<file path="src/hdl/spq_pkg.sv">
// ----------------------------------------------------------------------------
// spq_pkg
// Shared widths, command and status codes and controller states for the
// sorted priority queue.
// ----------------------------------------------------------------------------
package spq_pkg;

  // default number of queue entries
  localparam int DEFAULT_DEPTH = 16;

  // field widths
  localparam int FUNC_W  = 2;
  localparam int KEY_W   = 34;
  localparam int PAY_W   = 32;
  localparam int STAT_W  = 3;
  localparam int SMALL_W = 5;

  // entry as stored in memory: key above payload
  localparam int ENTRY_W = KEY_W + PAY_W;

  // command codes
  typedef enum logic [FUNC_W-1:0] {
    FN_INSERT = 2'd0,
    FN_REMOVE = 2'd1,
    FN_LIST   = 2'd2,
    FN_CLEAR  = 2'd3
  } func_t;

  // result status codes
  typedef enum logic [STAT_W-1:0] {
    ST_INSERTED = 3'd0,
    ST_EMPTY    = 3'd1,
    ST_FULL     = 3'd2,
    ST_CLEARED  = 3'd3,
    ST_ENTRY    = 3'd4
  } status_t;

  // controller states
  typedef enum logic [2:0] {
    S_IDLE,
    S_INS_SHIFT,
    S_INS_PUT,
    S_REMOVE,
    S_LIST
  } state_t;

endpackage

</file>
<file path="src/hdl/spq_ram.sv">
// ----------------------------------------------------------------------------
// spq_ram
// Simple dual-port entry memory: one write and one read a cycle, read data
// registered.
// ----------------------------------------------------------------------------
module spq_ram
  import spq_pkg::*;
#(
  parameter int DEPTH = DEFAULT_DEPTH,
  parameter int AW    = $clog2(DEPTH)
) (
  input  logic               clk,
  input  logic               wr_en,
  input  logic [AW-1:0]      wr_addr,
  input  logic [ENTRY_W-1:0] wr_data,
  input  logic               rd_en,
  input  logic [AW-1:0]      rd_addr,
  output logic [ENTRY_W-1:0] rd_data
);

  logic [ENTRY_W-1:0] mem [DEPTH];
  logic [ENTRY_W-1:0] rd_data_r;

  // write port
  always_ff @(posedge clk) begin
    if (wr_en) begin
      mem[wr_addr] <= wr_data;
    end
  end

  // registered read port
  always_ff @(posedge clk) begin
    if (rd_en) begin
      rd_data_r <= mem[rd_addr];
    end
  end

  assign rd_data = rd_data_r;

endmodule

</file>
<file path="src/hdl/sorted_priority_queue_core.sv">
// ----------------------------------------------------------------------------
// sorted_priority_queue_core
// Bounded priority queue of DEPTH entries kept in ascending key order.
//
// A command word is taken when start is high and busy is low: insert, remove
// smallest, list all, or clear. Results leave on the out_ ports, each valid
// for exactly one cycle while out_valid is high; out_last marks the final
// result of a command. The receiver cannot stall, so no result is held back.
// Entries live in one circular memory (head, tail, count) with a registered
// read. Steps per command, from accept to its last result:
//   insert into empty/full queue, clear, empty remove/list: result at accept
//   remove: head entry read at accept, returned from S_REMOVE
//   insert: S_INS_SHIFT moves each held entry whose key is not smaller than
//     the new key up a slot, one entry per cycle through the memory port
//   list: one entry read and returned per cycle
// busy stays high until the last result has been registered, so the next
// command may start in the cycle that result appears.
// Reset empties the queue; memory contents are never cleared since no read
// reaches a slot above the count.
// ----------------------------------------------------------------------------
module sorted_priority_queue_core
  import spq_pkg::*;
#(
  parameter int DEPTH = DEFAULT_DEPTH
) (
  input  logic               clk,
  input  logic               rst_n,
  // command channel
  input  logic               start,
  output logic               busy,
  input  logic [FUNC_W-1:0]  in_func,
  input  logic [KEY_W-1:0]   in_key,
  input  logic [PAY_W-1:0]   in_payload,
  // result channel
  output logic               out_valid,
  output logic [STAT_W-1:0]  out_status,
  output logic [SMALL_W-1:0] out_position,
  output logic [KEY_W-1:0]   out_entry_key,
  output logic [PAY_W-1:0]   out_entry_payload,
  output logic [SMALL_W-1:0] out_entry_count,
  output logic               out_last
);

  localparam int AW = $clog2(DEPTH);
  localparam int CW = $clog2(DEPTH + 1);

  // pointer wrap helpers
  function automatic logic [AW-1:0] ptr_inc(input logic [AW-1:0] p);
    return (p == AW'(DEPTH - 1)) ? '0 : p + AW'(1);
  endfunction

  function automatic logic [AW-1:0] ptr_dec(input logic [AW-1:0] p);
    return (p == '0) ? AW'(DEPTH - 1) : p - AW'(1);
  endfunction

  state_t state_r, state_nxt;

  logic [AW-1:0]      head_r, head_nxt;
  logic [AW-1:0]      tail_r, tail_nxt;
  logic [CW-1:0]      count_r, count_nxt;
  logic [CW-1:0]      cnt_r, cnt_nxt;
  logic [AW-1:0]      rd_ptr_r, rd_ptr_nxt;
  logic [AW-1:0]      wr_ptr_r, wr_ptr_nxt;
  logic [KEY_W-1:0]   key_r, key_nxt;
  logic [PAY_W-1:0]   pay_r, pay_nxt;

  logic               out_valid_r, out_valid_nxt;
  status_t            out_status_r, out_status_nxt;
  logic [SMALL_W-1:0] out_position_r, out_position_nxt;
  logic [KEY_W-1:0]   out_key_r, out_key_nxt;
  logic [PAY_W-1:0]   out_pay_r, out_pay_nxt;
  logic [SMALL_W-1:0] out_count_r, out_count_nxt;
  logic               out_last_r, out_last_nxt;

  logic               wr_en;
  logic [AW-1:0]      wr_addr;
  logic [ENTRY_W-1:0] wr_data;
  logic               rd_en;
  logic [AW-1:0]      rd_addr;
  logic [ENTRY_W-1:0] rd_data;
  logic [KEY_W-1:0]   rd_key;
  logic [PAY_W-1:0]   rd_pay;

  logic               accept;
  logic               q_full;
  logic               q_empty;
  logic               ins_move;
  logic               list_last;
  logic [CW-1:0]      list_pos;

  // entry memory
  spq_ram #(
    .DEPTH (DEPTH),
    .AW    (AW)
  ) u_ram (
    .clk     (clk),
    .wr_en   (wr_en),
    .wr_addr (wr_addr),
    .wr_data (wr_data),
    .rd_en   (rd_en),
    .rd_addr (rd_addr),
    .rd_data (rd_data)
  );

  // decoded conditions
  assign accept    = start && (state_r == S_IDLE);
  assign busy      = (state_r != S_IDLE);
  assign q_full    = (count_r == CW'(DEPTH));
  assign q_empty   = (count_r == '0);
  assign rd_key    = rd_data[ENTRY_W-1:PAY_W];
  assign rd_pay    = rd_data[PAY_W-1:0];
  assign ins_move  = (rd_key >= key_r);
  assign list_pos  = cnt_r + CW'(1);
  assign list_last = (list_pos == count_r);

  // next state
  always_comb begin
    state_nxt = state_r;
    case (state_r)
      S_IDLE: begin
        if (accept) begin
          case (func_t'(in_func))
            FN_INSERT: if (!q_full && !q_empty) state_nxt = S_INS_SHIFT;
            FN_REMOVE: if (!q_empty) state_nxt = S_REMOVE;
            FN_LIST:   if (!q_empty) state_nxt = S_LIST;
            default:   state_nxt = S_IDLE;
          endcase
        end
      end
      S_INS_SHIFT: begin
        if (!ins_move) begin
          state_nxt = S_IDLE;
        end else if (cnt_r == '0) begin
          state_nxt = S_INS_PUT;
        end
      end
      S_INS_PUT: state_nxt = S_IDLE;
      S_REMOVE:  state_nxt = S_IDLE;
      S_LIST:    if (list_last) state_nxt = S_IDLE;
      default:   state_nxt = S_IDLE;
    endcase
  end

  // datapath, memory control and result words
  always_comb begin
    head_nxt         = head_r;
    tail_nxt         = tail_r;
    count_nxt        = count_r;
    cnt_nxt          = cnt_r;
    rd_ptr_nxt       = rd_ptr_r;
    wr_ptr_nxt       = wr_ptr_r;
    key_nxt          = key_r;
    pay_nxt          = pay_r;
    out_valid_nxt    = 1'b0;
    out_status_nxt   = out_status_r;
    out_position_nxt = '0;
    out_key_nxt      = '0;
    out_pay_nxt      = '0;
    out_count_nxt    = SMALL_W'(count_r);
    out_last_nxt     = 1'b1;
    wr_en            = 1'b0;
    wr_addr          = wr_ptr_r;
    wr_data          = {key_r, pay_r};
    rd_en            = 1'b0;
    rd_addr          = rd_ptr_r;

    case (state_r)
      S_IDLE: begin
        if (accept) begin
          case (func_t'(in_func))
            FN_INSERT: begin
              key_nxt = in_key;
              pay_nxt = in_payload;
              if (q_full) begin
                out_valid_nxt  = 1'b1;
                out_status_nxt = ST_FULL;
              end else if (q_empty) begin
                // first entry goes straight to the tail slot
                wr_en          = 1'b1;
                wr_addr        = tail_r;
                wr_data        = {in_key, in_payload};
                tail_nxt       = ptr_inc(tail_r);
                count_nxt      = count_r + CW'(1);
                out_valid_nxt  = 1'b1;
                out_status_nxt = ST_INSERTED;
                out_count_nxt  = SMALL_W'(count_r + CW'(1));
              end else begin
                // walk down from the tail, moving keys not smaller than the new one up a slot
                rd_en      = 1'b1;
                rd_addr    = ptr_dec(tail_r);
                rd_ptr_nxt = ptr_dec(tail_r);
                wr_ptr_nxt = tail_r;
                cnt_nxt    = count_r - CW'(1);
                tail_nxt   = ptr_inc(tail_r);
                count_nxt  = count_r + CW'(1);
              end
            end
            FN_REMOVE: begin
              if (q_empty) begin
                out_valid_nxt  = 1'b1;
                out_status_nxt = ST_EMPTY;
              end else begin
                rd_en   = 1'b1;
                rd_addr = head_r;
              end
            end
            FN_LIST: begin
              if (q_empty) begin
                out_valid_nxt  = 1'b1;
                out_status_nxt = ST_EMPTY;
              end else begin
                rd_en      = 1'b1;
                rd_addr    = head_r;
                rd_ptr_nxt = ptr_inc(head_r);
                cnt_nxt    = '0;
              end
            end
            default: begin
              count_nxt      = '0;
              tail_nxt       = head_r;
              out_valid_nxt  = 1'b1;
              out_status_nxt = ST_CLEARED;
              out_count_nxt  = '0;
            end
          endcase
        end
      end

      S_INS_SHIFT: begin
        wr_en = 1'b1;
        if (ins_move) begin
          // held key not smaller: move it up one slot
          wr_data    = rd_data;
          wr_ptr_nxt = rd_ptr_r;
          if (cnt_r != '0) begin
            rd_en      = 1'b1;
            rd_addr    = ptr_dec(rd_ptr_r);
            rd_ptr_nxt = ptr_dec(rd_ptr_r);
            cnt_nxt    = cnt_r - CW'(1);
          end
        end else begin
          // smaller key found: new entry goes just above it
          out_valid_nxt  = 1'b1;
          out_status_nxt = ST_INSERTED;
        end
      end

      S_INS_PUT: begin
        // new entry becomes the smallest
        wr_en          = 1'b1;
        out_valid_nxt  = 1'b1;
        out_status_nxt = ST_INSERTED;
      end

      S_REMOVE: begin
        head_nxt         = ptr_inc(head_r);
        count_nxt        = count_r - CW'(1);
        out_valid_nxt    = 1'b1;
        out_status_nxt   = ST_ENTRY;
        out_position_nxt = SMALL_W'(1);
        out_key_nxt      = rd_key;
        out_pay_nxt      = rd_pay;
        out_count_nxt    = SMALL_W'(count_r - CW'(1));
      end

      S_LIST: begin
        out_valid_nxt    = 1'b1;
        out_status_nxt   = ST_ENTRY;
        out_position_nxt = SMALL_W'(list_pos);
        out_key_nxt      = rd_key;
        out_pay_nxt      = rd_pay;
        out_last_nxt     = list_last;
        if (!list_last) begin
          rd_en      = 1'b1;
          rd_addr    = rd_ptr_r;
          rd_ptr_nxt = ptr_inc(rd_ptr_r);
          cnt_nxt    = list_pos;
        end
      end

      default: begin
        out_valid_nxt = 1'b0;
      end
    endcase
  end

  // control registers
  always_ff @(posedge clk) begin
    if (!rst_n) begin
      state_r     <= S_IDLE;
      head_r      <= '0;
      tail_r      <= '0;
      count_r     <= '0;
      out_valid_r <= 1'b0;
    end else begin
      state_r     <= state_nxt;
      head_r      <= head_nxt;
      tail_r      <= tail_nxt;
      count_r     <= count_nxt;
      out_valid_r <= out_valid_nxt;
    end
  end

  // working and result payload registers
  always_ff @(posedge clk) begin
    cnt_r          <= cnt_nxt;
    rd_ptr_r       <= rd_ptr_nxt;
    wr_ptr_r       <= wr_ptr_nxt;
    key_r          <= key_nxt;
    pay_r          <= pay_nxt;
    out_status_r   <= out_status_nxt;
    out_position_r <= out_position_nxt;
    out_key_r      <= out_key_nxt;
    out_pay_r      <= out_pay_nxt;
    out_count_r    <= out_count_nxt;
    out_last_r     <= out_last_nxt;
  end

  // result word
  assign out_valid         = out_valid_r;
  assign out_status        = out_status_r;
  assign out_position      = out_position_r;
  assign out_entry_key     = out_key_r;
  assign out_entry_payload = out_pay_r;
  assign out_entry_count   = out_count_r;
  assign out_last          = out_last_r;

endmodule
</file>
<file path="config.mk">
export PLATFORM = sky130hd
export DESIGN_NAME = sorted_priority_queue_core
export DESIGN_NICKNAME = d
export VERILOG_FILES = /design/src/hdl/spq_pkg.sv /design/src/hdl/spq_ram.sv /design/src/hdl/sorted_priority_queue_core.sv
export SDC_FILE = /design/constraint.sdc
export NUM_CORES = 2
export LEC_CHECK = 0
export BUFFER_PORTS_ARGS = -buffer_cell sky130_fd_sc_hd__buf_4
export CORE_MARGIN = 4
export CORE_UTILIZATION = 60
export CTS_CLUSTER_DIAMETER = 150
export CTS_CLUSTER_SIZE = 40
export DETAILED_ROUTE_END_ITERATION = 6
export PLACE_DENSITY = 0.8
export SKIP_CTS_REPAIR_TIMING = 1
export SLEW_MARGIN = 10
export SYNTH_ARGS = -nofsm -noshare
export SYNTH_HDL_FRONTEND = slang
export SYNTH_HIERARCHICAL = 1
export SYNTH_SLANG_ARGS = --single-unit
</file>
<file path="constraint.sdc">
create_clock -name clk -period 17.2 [get_ports clk]
set_clock_uncertainty 0.2 [all_clocks]
set_input_delay 1.72 -clock clk [delete_from_list [all_inputs] [get_ports clk]]
set_output_delay 1.72 -clock clk [all_outputs]
set_load 0.05 [all_outputs]
</file>
# == Word level (Yosys, flattened, before mapping) ==
# Memories as Yosys holds them, arrays and structs flattened. A register that Yosys moved wholly into a read port is not among the register bits.
# Cells that the tools add are included.
# Widths: inputs -> output; s select.
# classes
n_addsub,9
n_lt_le_gt_ge,1
n_eq_ne,31
mux,92
bitwise,1
reduce_logical,28
# ops
op,count
$mux 66,5
$pmux 66 s2,1
$mux 4,25
$mux 5,12
$pmux 5 s2,6
$pmux 4 s2,5
$mux 3,12
$ge 34x34->1,1
$ne 3x3->1 const B,7
$ne 2x2->1 const B,10
$pmux 3 s3,2
$mux 1,15
$pmux 5 s3,1
$add 4x1->4 const B,3
$eq 4x4->1 const B,3
$pmux 3 s4,1
$pmux 4 s3,1
$reduce_and 6->1,2
$add 5x1->5 const B,2
$logic_not 5->1,2
$reduce_and 5->1,2
$sub 5x1->5 const B,2
$reduce_and 9->1,1
$logic_not 4->1,2
27 further kinds,39
# word_totals
regBits,176
ram_bits,1056
input_bits,71
output_inout_bits,82
elab_cells,179
mem_count,1
# mem_list
name,depth,word_bits,read_ports,rd_clocked_by_memory_dff,write_ports,line_no,text
u_ram.mem,16,66,1,1,1,spq_ram.sv:21,logic [ENTRY_W-1:0] mem [DEPTH];

# == Longest topological paths before layout ==
# logic_depth
depth_word,8
mapped_depth,16
mapped_depth_nobuf,12

# == By module ==
# The synthesis kept the hierarchy.
# modules_own_cells
module,n_inst,cells_per_inst,area_per_inst_um2,seq_area_each_um2
spq_ram,1,1698,41461.0,33692.3
sorted_priority_queue_core,1,870,8947.3,4344.2

# == Least setup slack after synthesis ==
# Ideal clock, no wire load.
# synth_timing
path_type,input-to-reg
start,input port in_func[0]
end,"memory u_ram/mem[0][0] (netlist name), enable pin"
setup_ps,571
t_arrival_ps,8281
path_slack_ps,8147
stages,9
n_path_buf,2
cell_sequence,inv_1 -> ha_1 -> clkbuf_1 -> nand2_1 -> nor3_4 -> buf_2 -> mux2_2 -> or3b_2 -> nor3_1
# synth_between
word_cells_on_any_way,9
# synth_lines
element,line_no,text
"start, declared",sorted_priority_queue_core.sv:31,"input logic [FUNC_W-1:0] in_func,"
$logic_not 2->1,sorted_priority_queue_core.sv:170,case (func_t'(in_func))
$mux 4,sorted_priority_queue_core.sv:170,
$mux 4,sorted_priority_queue_core.sv:169,if (accept) begin
$mux 4,sorted_priority_queue_core.sv:167,case (state_r)
net wr_addr[2],sorted_priority_queue_core.sv:76,logic [AW-1:0] wr_addr;
"end, declared",spq_ram.sv:21,
# The timed path passes the listed nets, and every way through them passes these cells.

# == Worst setup path in the final report ==
# layout_timing
start,"register u_ram.rd_data_r[39], in the netlist u_ram/rd_data[39], read port of u_ram.mem"
end,"register u_ram.rd_data_r[26], in the netlist u_ram/rd_data[26], read port of u_ram.mem (data pin)"
# layout_between
elab_chain_cells,3
word_cells_on_any_way,5
# layout_lines
element,line_no,text
"start, declared",spq_ram.sv:22,logic [ENTRY_W-1:0] rd_data_r;
$ge 34x34->1,sorted_priority_queue_core.sv:112,assign ins_move = (rd_key >= key_r);
$mux 4,-,
$pmux 4 s2,sorted_priority_queue_core.sv:167,
net rd_addr[0],sorted_priority_queue_core.sv:79,logic [AW-1:0] rd_addr;
# The timed path passes the listed nets, and every way through them passes these cells.
# A chain may end at the register's enable or synchronous reset.

==> impl_metrics.py <==
metrics = {
    "outcome": {
        "status": "finished, violations left",
        "violations": "design-rule violations",
    },
    "hold_path": {
        "min_path_cells": 1,
        "whs_endpoint": "out_entry_payload[16]",
        "hp-start": "u_ram/rd_data[16]",
        "min_path_type": "reg -> reg",
    },
    "synth": {
        "async_flop_share": 0,
        "synth-simple-area-share": 0.0303,
        "synthCells": 2568,
        "yosysWarningCount": 6,
        "synthDominantCellAreaShare": 0.717,
        "synth.most_common_cell": "edfxtp_1",
        "yosysUniqueCellTypes": 70,
        "synthMuxAreaShare": 0.120,
        "synth_seq_area_share": 0.755,
        "synth_compound_area_frac": 0.0617,
        "yosys-top-cells-area": "edfxtp_1 (72%), mux4_2 (12%), dfxtp_1 (3.7%), a22oi_1 (2.0%), ha_1 (1.2%)",
        "synth_top_family_by_area": "multiplexers",
        "avgSynthCellArea_um2": 19.6,
        "synthesis.nets": 2689,
        "synth_area_um2": 50400,
        "synth_fa_ha_area_frac": 0.0124,
        "synthTopCellsByCount": "edfxtp_1 (1204), mux4_2 (264), a22oi_1 (135)",
        "yosysTopAreaCell": "edfxtp_1",
        "synth-edff-count": 1204,
        "synth-xor-area-share": 0.00261,
        "synth-seq-cells": 1298,
        "synth-main-ff-cell": "edfxtp_1",
    },
    "pwr": {
        "power_mw": 5.91,
        "peakVddDrop_mv": 0.0955,
        "leakage_nw": 17.7,
        "powerDensity_nw_per_um2": 110,
    },
    "routing": {
        "route.detailed.drc": 1,
        "num_vias": 25658,
        "routedWlPerCell_um": 30.2,
        "drt-total-wl_um": 114000,
        "viasPerCell": 6.80,
        "dr.pass1.iters": 7,
        "drtIter0Drc": 3866,
        "ant_nets": 0,
    },
    "timing": {
        "finalCriticalPeriod_ps": 7110,
        "setup_viol": 0,
        "fin_crit_sh": 0.413,
        "hold_viol_final": 0,
        "fmax_mhz": 141,
        "worstMarginPinSlew_ps": 1220,
        "finalSetupTns_ps": 0,
        "whs_ps": 294,
        "slew_violations": 0,
        "final.setup.worst_slack_ps": 10090,
        "maxSlewHeadroom": 0.185,
        "rsz0062_at_grt": "no",
    },
    "floorplanning": {
        "initial_core_util": 0.604,
        "core_um2": 83400,
        "ioPinCount": 153,
        "dieHeight_um": 298,
        "die_w_um": 298,
        "dieArea_um2": 88700,
        "placementRows": 106,
    },
    "clock_tree": {
        "clk_latency_ps": 640,
        "cts_root_buf": "clkbuf_16",
        "cts_buffer_depth": 3,
        "cts-htree-levels": 2,
        "cts_tree": "done",
        "cts_buffers": 38,
        "clock-sinks": 1298,
        "clk_pin_slew_ps": 130,
    },
    "worst_setup_path": {
        "critPathKind": "reg -> reg",
        "crit_required_ps": 17390,
        "arrival_ps": 7300,
        "cp-start-kind": "flop",
        "cp_max_fo": 52,
        "crit_path_end_kind": "flop",
        "r2r-end": "u_ram/rd_data[26]",
        "r2r_cells": 14,
        "rrSetupSlack_ps": 10090,
        "r2r-start": "u_ram/rd_data[39]",
    },
    "global_routing": {
        "grt_max_degree": 76,
        "grt_overflow": 0,
        "grt_pass1_wl_um": 170000,
        "globalRouteTotalUtil": 0.258,
        "grt_pass1_vias": 25999,
        "antenna_found_initial": 4,
    },
    "placement": {
        "place_hpwl_um": 60800,
        "placed_cell_area_um2": 52700,
        "post-place-ws_ps": 9800,
        "placement.io_buffers": 152,
        "gp_congestion": 0.845,
    },
    "layout": {
        "final_net_count": 2787,
        "layout-drive-gt1-share": 0.205,
        "syn2layout_area_growth_pct": 6.79,
        "final_cell_area_um2": 53800,
    },
    "job": {
        "max-cap-violations": 0,
    },
}
## power by group
group	switching (mW)	total (mW)	internal (mW)
registers	0.0369	3.65	3.61
clock network	0.858	1.30	0.443
logic	0.586	0.957	0.371
## sequential cells by signal, summed over array words and instances (netlist names)
name	flops
cnt_r	5
count_r	5
head_r	4
key_r	34
out_entry_count	5
out_entry_key	34
out_entry_payload	32
out_last	1
out_position	5
out_status	3
out_valid	1
pay_r	32
rd_ptr_r	4
state_r	3
tail_r	4
u_ram/mem	1056
u_ram/rd_data	66
wr_ptr_r	4
## how the worst max path moves through the flow
| stage | from | to | slack, ps |
|---|---|---|---|
| CTS | u_ram/rd_data[39] | u_ram/rd_data[26] | 9950 |
| floorplan | in_func[0] | u_ram/mem[0][0] | 8150 |
| detailed placement | in_func[0] | u_ram/mem[10][26] | 9800 |
| global placement | in_func[0] | u_ram/rd_data[26] | 9910 |
| finish | u_ram/rd_data[39] | u_ram/rd_data[26] | 10090 |
| global route | u_ram/rd_data[32] | u_ram/rd_data[26] | 9460 |
## critical path: stages (launching register included)
cell and delay (ps):
edfxtp_1 440, ha_1 330, a21oi_1 200, nor2_1 80
a2111oi_2 580, a21oi_2 230, o31ai_2 920, o31ai_1 250
o22ai_4 190, buf_4 810, buf_4 800, buf_4 790
mux4_2 590, a22oi_1 260, nand2_1 90
## per-layer routing
metal | share of wire | track usage | up-vias
met1 | 0.37 | 0.364 | 13307
met2 | 0.51 | 0.430 | 1612
li1 | - | - | 10574
met4 | 0.024 | 0.0606 | 2
met3 | 0.10 | 0.0437 | 163
met5 | 0.00011 | 0 | -
## cell usage in the layout (no fill, tap or decap), drive strengths merged, types with 5 or more instances in the layout
cell type  synthesis  routed
edfxtp          1204    1204
ha                50      50
nor2              60      60
nand2            124     124
and2              69      69
a21o              67      67
a22o              67      67
clkbuf            79      65
nor2b              6       6
o21a               5       5
mux4             264     264
xor2               8       8
nand3             14      14
dfxtp             94      94
mux2i              6       6
buf               61     198
nand4              5       5
a211oi             8       8
o21ai             31      31
inv               56      59
xnor2              7       7
nand2b             5       5
a22oi            135     135
nor3              16      16
o31ai              6       6
a21oi             53      53
## cell families after synthesis
logic type	count (synthesis)
flops	1298
mux	274
compound gates	418
xor+xnor	15
simple gates	316
fa+ha+maj	50
buf+inv	197
## per-stage QoR
stage,instances,util
after detailed placement,3706,0.632
after global placement,3706,0.632
after floorplan,2568,-
final,3775,0.645
after CTS,3774,0.645
after global routing,3775,0.645
## area by class of cell
class	instances	area (um2)
antenna	1	2.50
clock inverter	3	33.8
timing repair buffer	198	1490
multi-input combinational	1073	11600
inverter	57	214
fill	5323	29600
clock buffer	65	1070
tap	1080	1350
sequential	1298	38000
Note: power is estimated with default switching activity, not from simulation.
